--- config.mk ---
export PLATFORM = sky130hd
export DESIGN_NAME = slip_frame_codec
export DESIGN_NICKNAME = d
export VERILOG_FILES = /design/src/sfc_pkg.sv /design/src/slip_frame_codec.sv
export SDC_FILE = /design/constraint.sdc
export NUM_CORES = 1
export LEC_CHECK = 0
export BUFFER_PORTS_ARGS = -buffer_cell sky130_fd_sc_hd__clkbuf_2
export CORE_MARGIN = 2
export CORE_UTILIZATION = 60
export CTS_BUF_LIST = sky130_fd_sc_hd__clkbuf_8 sky130_fd_sc_hd__clkbuf_16
export DETAILED_ROUTE_END_ITERATION = 8
export PLACE_DENSITY_LB_ADDON = 0.12
export SYNTH_ARGS = -nofsm -noshare
export SYNTH_HDL_FRONTEND = slang
export SYNTH_SLANG_ARGS = --single-unit
--- constraint.sdc ---
create_clock -name i_clk -period 8 [get_ports i_clk]
set_input_delay 0.8 -clock i_clk [delete_from_list [all_inputs] [get_ports i_clk]]
set_output_delay 0.8 -clock i_clk [all_outputs]
set_load 0.02 [all_outputs]
--- src/sfc_pkg.sv ---
`default_nettype none

package sfc_pkg;

    localparam int CFG_INDEX_W = 3;
    localparam int CFG_DATA_W  = 9;

    // configuration register indexes
    localparam logic [CFG_INDEX_W-1:0] REG_TX_MAX_PAYLOAD = 3'd0;
    localparam logic [CFG_INDEX_W-1:0] REG_RX_MAX_PAYLOAD = 3'd1;
    localparam logic [CFG_INDEX_W-1:0] REG_END_CODE       = 3'd2;
    localparam logic [CFG_INDEX_W-1:0] REG_ESC_CODE       = 3'd3;
    localparam logic [CFG_INDEX_W-1:0] REG_END_SUBST      = 3'd4;
    localparam logic [CFG_INDEX_W-1:0] REG_ESC_SUBST      = 3'd5;

    // register reset values
    localparam logic [8:0] RST_MAX_PAYLOAD = 9'd256;
    localparam logic [7:0] RST_END_CODE    = 8'd192;
    localparam logic [7:0] RST_ESC_CODE    = 8'd219;
    localparam logic [7:0] RST_END_SUBST   = 8'd220;
    localparam logic [7:0] RST_ESC_SUBST   = 8'd221;

    // operation codes
    localparam logic OP_ENCODE = 1'b0;
    localparam logic OP_DECODE = 1'b1;

    // result kinds
    localparam logic [1:0] KIND_LINE      = 2'd0;
    localparam logic [1:0] KIND_PAYLOAD   = 2'd1;
    localparam logic [1:0] KIND_FRAME_END = 2'd2;

    localparam int MAX_RESULTS = 3;

    typedef struct packed {
        logic [1:0] out_kind;
        logic [7:0] out_byte;
        logic       last_of_run;
        logic [8:0] frame_length;
        logic       truncated;
    } t_result;

endpackage

`default_nettype wire

--- src/slip_frame_codec.sv ---
// slip_frame_codec: SLIP byte-stuffing encoder and decoder sharing one stream.
// Input channel s_axis: tuser selects encode (0) or decode (1), tdata carries
// the byte and the carries_byte flag, tlast closes an encoded frame with END.
// Output channel m_axis: tuser gives the result kind (line byte, payload byte,
// frame end), tlast marks the final result of one input item, tdata holds the
// byte, the received frame length and the truncation flag.
// Configuration: i_cfg_we / i_cfg_index / i_cfg_data write the limits and the
// framing codes; write only while the block is idle.
// Flow: an item is taken into the input register, expands into the three
// entry result buffer once the buffer has drained, and its results are
// then offered from that buffer.
// Each item yields n results (0 to 3); the single output port of the result
// buffer sends them one at a time, so an item that needs escaping holds back
// the next item until its results have drained.
// Reset (synchronous, active low) restores the default codes and limits and
// clears the frame counters, the escape flag and the buffered results.
// When the receiver stalls the current result holds; one more item waits in
// the input register and then s_axis_tready drops.
`default_nettype none

module slip_frame_codec #(
    parameter int MAX_PAYLOAD = 256
) (
    input  wire logic                            i_clk,
    input  wire logic                            i_rst_n,
    input  wire logic                            i_cfg_we,
    input  wire logic [sfc_pkg::CFG_INDEX_W-1:0] i_cfg_index,
    input  wire logic [sfc_pkg::CFG_DATA_W-1:0]  i_cfg_data,
    input  wire logic                            s_axis_tvalid,
    output logic                                 s_axis_tready,
    input  wire logic [15:0]                     s_axis_tdata,  // data_byte, carries_byte, pad
    input  wire logic                            s_axis_tuser,  // operation
    input  wire logic                            s_axis_tlast,  // last_in_frame
    output logic                                 m_axis_tvalid,
    input  wire logic                            m_axis_tready,
    output logic [23:0]                          m_axis_tdata,  // out_byte, frame_length,
                                                                // truncated, pad
    output logic [1:0]                           m_axis_tuser,  // out_kind
    output logic                                 m_axis_tlast   // last_of_run
);

    // counts never exceed the 9-bit register range
    localparam logic [8:0] LIMIT_CAP = (MAX_PAYLOAD > 511) ? 9'd511 : 9'(MAX_PAYLOAD);

    // configuration
    logic [8:0] r_tx_max, r_rx_max;
    logic [7:0] r_end_code, r_esc_code, r_end_subst, r_esc_subst;

    // input register
    logic       r_in_valid;
    logic       r_in_op;
    logic [7:0] r_in_byte;
    logic       r_in_carries;
    logic       r_in_last;

    // codec state
    logic [8:0] r_tx_count, n_tx_count;
    logic [8:0] r_rx_count, n_rx_count;
    logic       r_esc_pending, n_esc_pending;
    logic       r_rx_ovf, n_rx_ovf;

    // result buffer
    sfc_pkg::t_result r_res [sfc_pkg::MAX_RESULTS];
    sfc_pkg::t_result n_res [sfc_pkg::MAX_RESULTS];
    logic [1:0] r_cnt, n_cnt;
    logic [1:0] r_idx;

    logic       w_take, w_drain_done, w_load;
    logic [8:0] w_tx_limit, w_rx_limit;
    logic       w_tx_ok;
    logic [7:0] w_dec_byte;
    sfc_pkg::t_result w_cur;

    assign w_tx_limit = (r_tx_max < LIMIT_CAP) ? r_tx_max : LIMIT_CAP;
    assign w_rx_limit = (r_rx_max < LIMIT_CAP) ? r_rx_max : LIMIT_CAP;

    assign w_cur         = r_res[r_idx];
    assign m_axis_tvalid = (r_cnt != 2'd0);
    assign m_axis_tuser  = w_cur.out_kind;
    assign m_axis_tlast  = w_cur.last_of_run;
    assign m_axis_tdata  = {6'd0, w_cur.truncated, w_cur.frame_length, w_cur.out_byte};

    assign w_take       = m_axis_tvalid && m_axis_tready;
    assign w_drain_done = (r_cnt == 2'd0) || (w_take && (r_idx + 2'd1 == r_cnt));
    assign w_load       = r_in_valid && w_drain_done;
    assign s_axis_tready = !r_in_valid || w_load;

    assign w_tx_ok = r_in_carries && (r_tx_count < w_tx_limit);

    // escaped byte mapping, end_subst wins when both substitutes match
    always_comb begin
        w_dec_byte = r_in_byte;
        if (r_esc_pending) begin
            if (r_in_byte == r_end_subst) begin
                w_dec_byte = r_end_code;
            end else if (r_in_byte == r_esc_subst) begin
                w_dec_byte = r_esc_code;
            end
        end
    end

    always_comb begin
        logic [1:0] k;
        k = 2'd0;
        for (int i = 0; i < sfc_pkg::MAX_RESULTS; i++) begin
            n_res[i] = '0;
        end
        n_tx_count    = r_tx_count;
        n_rx_count    = r_rx_count;
        n_esc_pending = r_esc_pending;
        n_rx_ovf      = r_rx_ovf;

        if (r_in_op == sfc_pkg::OP_ENCODE) begin
            if (w_tx_ok) begin
                n_tx_count = r_tx_count + 9'd1;
                if (r_in_byte == r_end_code) begin
                    n_res[0].out_byte = r_esc_code;
                    n_res[1].out_byte = r_end_subst;
                    k = 2'd2;
                end else if (r_in_byte == r_esc_code) begin
                    n_res[0].out_byte = r_esc_code;
                    n_res[1].out_byte = r_esc_subst;
                    k = 2'd2;
                end else begin
                    n_res[0].out_byte = r_in_byte;
                    k = 2'd1;
                end
            end
            if (r_in_last) begin
                n_res[k].out_byte = r_end_code;
                k = k + 2'd1;
                n_tx_count = 9'd0;
            end
            for (int i = 0; i < sfc_pkg::MAX_RESULTS; i++) begin
                n_res[i].out_kind = sfc_pkg::KIND_LINE;
            end
        end else begin
            if (r_in_byte == r_end_code) begin
                n_res[0].out_kind     = sfc_pkg::KIND_FRAME_END;
                n_res[0].frame_length = r_rx_count;
                n_res[0].truncated    = r_rx_ovf;
                k = 2'd1;
                n_rx_count    = 9'd0;
                n_rx_ovf      = 1'b0;
                n_esc_pending = 1'b0;
            end else if (!r_esc_pending && (r_in_byte == r_esc_code)) begin
                n_esc_pending = 1'b1;
            end else begin
                n_esc_pending = 1'b0;
                if (r_rx_count < w_rx_limit) begin
                    n_rx_count        = r_rx_count + 9'd1;
                    n_res[0].out_kind = sfc_pkg::KIND_PAYLOAD;
                    n_res[0].out_byte = w_dec_byte;
                    k = 2'd1;
                end else begin
                    n_rx_ovf = 1'b1;
                end
            end
        end

        if (k != 2'd0) begin
            n_res[k - 2'd1].last_of_run = 1'b1;
        end
        n_cnt = k;
    end

    always_ff @(posedge i_clk) begin
        if (!i_rst_n) begin
            r_tx_max    <= sfc_pkg::RST_MAX_PAYLOAD;
            r_rx_max    <= sfc_pkg::RST_MAX_PAYLOAD;
            r_end_code  <= sfc_pkg::RST_END_CODE;
            r_esc_code  <= sfc_pkg::RST_ESC_CODE;
            r_end_subst <= sfc_pkg::RST_END_SUBST;
            r_esc_subst <= sfc_pkg::RST_ESC_SUBST;
        end else if (i_cfg_we) begin
            unique case (i_cfg_index)
                sfc_pkg::REG_TX_MAX_PAYLOAD: r_tx_max    <= i_cfg_data;
                sfc_pkg::REG_RX_MAX_PAYLOAD: r_rx_max    <= i_cfg_data;
                sfc_pkg::REG_END_CODE:       r_end_code  <= i_cfg_data[7:0];
                sfc_pkg::REG_ESC_CODE:       r_esc_code  <= i_cfg_data[7:0];
                sfc_pkg::REG_END_SUBST:      r_end_subst <= i_cfg_data[7:0];
                sfc_pkg::REG_ESC_SUBST:      r_esc_subst <= i_cfg_data[7:0];
                default: begin
                end
            endcase
        end
    end

    always_ff @(posedge i_clk) begin
        if (!i_rst_n) begin
            r_in_valid <= 1'b0;
        end else if (s_axis_tready) begin
            r_in_valid <= s_axis_tvalid;
        end
    end

    always_ff @(posedge i_clk) begin
        if (s_axis_tready && s_axis_tvalid) begin
            r_in_op      <= s_axis_tuser;
            r_in_byte    <= s_axis_tdata[7:0];
            r_in_carries <= s_axis_tdata[8];
            r_in_last    <= s_axis_tlast;
        end
    end

    always_ff @(posedge i_clk) begin
        if (!i_rst_n) begin
            r_tx_count    <= 9'd0;
            r_rx_count    <= 9'd0;
            r_esc_pending <= 1'b0;
            r_rx_ovf      <= 1'b0;
            r_cnt         <= 2'd0;
            r_idx         <= 2'd0;
        end else if (w_load) begin
            r_tx_count    <= n_tx_count;
            r_rx_count    <= n_rx_count;
            r_esc_pending <= n_esc_pending;
            r_rx_ovf      <= n_rx_ovf;
            r_cnt         <= n_cnt;
            r_idx         <= 2'd0;
        end else if (w_take) begin
            if (w_drain_done) begin
                r_cnt <= 2'd0;
                r_idx <= 2'd0;
            end else begin
                r_idx <= r_idx + 2'd1;
            end
        end
    end

    always_ff @(posedge i_clk) begin
        if (w_load) begin
            r_res <= n_res;
        end
    end

`ifndef NO_ASSERTIONS
    // the read pointer stays inside the filled part of the buffer
    a_idx_in_range: assert property (@(posedge i_clk) disable iff (!i_rst_n)
        m_axis_tvalid |-> (r_idx < r_cnt))
        else $error("result read pointer beyond fill count");

    // a held input item is not overwritten while the buffer drains
    a_in_hold: assert property (@(posedge i_clk) disable iff (!i_rst_n)
        (r_in_valid && !w_load) |=> (r_in_valid && $stable(r_in_byte) && $stable(r_in_op)))
        else $error("pending input item lost");

    // a frame end is always the sole result of its item
    a_end_is_last: assert property (@(posedge i_clk) disable iff (!i_rst_n)
        (m_axis_tvalid && (m_axis_tuser == sfc_pkg::KIND_FRAME_END))
            |-> (m_axis_tlast && (r_cnt == 2'd1)))
        else $error("frame end not alone");
`endif

endmodule

`default_nettype wire
==> results.ini <==
[outcome]
status=finished clean

[cts]
clock-sinks=125
clk_pin_slew_ps=60
root_buffer=clkbuf_8
cts_max_level=4
holdBufCountCts=0
cts_tree=built
clock_path_buffers=2
cts_setup_buffers=0
clk_latency_ps=540
cts_resized=0
cts_buffers=17

[critical_path]
crit_buf_inv=1
max_stage_delay_ps=850
critPathSlowestCell=dfxtp_1
path_max_fanout=17
path_class=flop to output port
r2r-end=r_res[37]$_SDFFCE_PP0P_
cp_top_family=flip-flops
r2r_cells=11
arrival_ps=2560
startpoint=r_idx[1]$_SDFFE_PP0P_
worst_ep_required_time_ps=7200
worstReg2RegStart=r_tx_max[8]$_SDFFE_PN1P_
cp-start-kind=flop
reg2reg_slack_ps=4680
crit_chain=and4bb_1 -> a2111oi_4 -> nand2_1 -> clkbuf_2
crit_path_end_kind=output port

[timing]
rsz0062_at_grt=false
min_period_ps=3360
slew_viol_final=0
worst_pin_slew_ps=1190
max_slew_margin_pct=20.1
period_share_pct=42.0
tns_ps=0
hold_violations=0
clock-skew-final_ps=4.87
max_freq_ghz=0.298
finalSetupViolations=0

[yosys]
synth_edf_count=50
syn_area_sq_um=6690
synth.top_cell.area_share_pct=22.5
synth_cells=738
syn_area_per_cell_sq_um=9.06
ys_top_cells_by_area=dfxtp_1, edfxtp_1, nand2_1
synth.most_common_cell=nand2_1
netlist_top_cells_count=nand2_1, dfxtp_1, a21oi_1, edfxtp_1, and2_1
seq_area_frac_synth_pct=44.9
yosysTopAreaCell=dfxtp_1
ys_ff_latch=125
synth_cell_types=64
synthFlopType=dfxtp_1
async_flop_share_pct=0
yosysWarnings=0

[route]
dr.pass1.iters=7
ant_nets=0
drt_first_iter_violations=374
vias=5587
viasPerCell=6.08
routed_wl_um=16500
drc=0
drt-wirelength-per-cell_um=17.9

[global_route]
grt_pass1_wl_um=26000
grt.overflow.total=0
first_global_vias=5200
grtUsageTotal_pct=28.8
antenna_found_initial=0
grt_max_degree=46

[layout]
fin_area_sq_um=7520
seqCellArea_sq_um=3000
drive_gt1_share_pct=12.6
fill_cells=836
syn2layout_area_growth_pct=12.5
antenna_cells=0
multi_input_area_sq_um=3360
final_nets=822

[hold_path]
hold_path_end=r_in_byte[0]$_DFFE_PP_
worstHoldStart=s_axis_tdata[0]
min_path_cells=1
holdCritPathClass=input pin to flop

[job]
maxCapViolations=0

[floorplan]
fp.dieArea_sq_um=12000
die_y_um=110
ios=64
num_rows=38
core_area_sq_um=10800
start_util_pct=61.7
fp.dieW_um=110

[pwr]
vdd_drop_max_uv=134
power.density_nw_per_um2=214
leakage_nw=2.79

[placement]
dp_hpwl_um=11600
placedInstanceArea_sq_um=6890
place.port_buffers=50
place_congestion=0.900

-- metal layers --
| metal | wire length [um] | vias to the layer above | track usage (%) |
|---|---|---|---|
| li1 | - | 2676 | - |
| met1 | 7160 | 2646 | 37.6 |
| met2 | 7900 | 234 | 47.5 |
| met3 | 1080 | 31 | 5.87 |
| met4 | 330 | 0 | 10.7 |
| met5 | 0 | - | 0 |
-- state kept, by name (all words and copies together) (netlist names), 2 cells and up --
register / cells
r_res: 39
r_rx_count: 9
r_rx_max: 9
r_tx_count: 9
r_tx_max: 9
r_end_code: 8
r_end_subst: 8
r_esc_code: 8
r_esc_subst: 8
r_in_byte: 8
r_cnt: 2
r_idx: 2
-- layout make-up --
cell class | count | share of cell area [%]
well taps | 140 | 2.33
repair buffers | 52 | 3.53
clock inverters | 9 | 0.982
flip-flops and latches | 125 | 39.9
clock buffers | 23 | 7.35
multi-input cells | 545 | 44.6
inverters | 25 | 1.25
-- cell families after synthesis --
logic type / after synthesis / synth area share, %
other: 1 / 0.0561
adders and majority gates: 21 / 3.93
xor gates and xnor gates: 36 / 4.72
DFF: 125 / 44.9
and+or+nand+nor: 299 / 22.6
muxes: 17 / 2.55
AOI/OAI and AO/OA: 166 / 16.1
buffers and inverters: 73 / 5.17
-- power by group --
| part | switching, mW | leakage, nW | total [mW] | internal (mW) |
|---|---|---|---|---|
| sequential | 0.0217 | 1.09 | 0.707 | 0.685 |
| combinational | 0.0759 | 1.38 | 0.116 | 0.0398 |
| clock | 0.279 | 0.320 | 0.789 | 0.510 |
-- through the flow --
step	std cells	total power, mW	hold slack (ps)	worst slack [ps]	util, %
after floorplan	743	0.797	431	5260	-
after global placement	887	0.828	445	4830	63.6
after detailed placement	887	0.833	454	4760	63.6
after CTS	919	1.62	420	4600	69.4
after global routing	919	1.65	424	4300	69.4
final	919	1.61	436	4640	69.4
-- cells in the final DEF (no fill, tap or decap), drive strengths merged, types with 21 or more instances in the layout --
cell,netlist,final
a21oi,73,73
and2,29,29
clkbuf,24,73
dfxtp,75,75
edfxtp,50,50
ha,21,21
inv,21,25
nand2,161,161
nand3,26,26
o21ai,30,30
-- worst max path at each step --
stage	slack (ps)	cells past startpoint	end
floorplan	5260	10	r_res[52]$_SDFFCE_PN0P_
global placement	4830	10	r_res[52]$_SDFFCE_PN0P_
detailed placement	4760	11	r_res[37]$_SDFFCE_PP0P_
CTS	4600	4	s_axis_tready
global route	4300	11	r_res[38]$_SDFFCE_PP0P_
finish	4640	4	s_axis_tready
(Power assumes the default switching activity.)
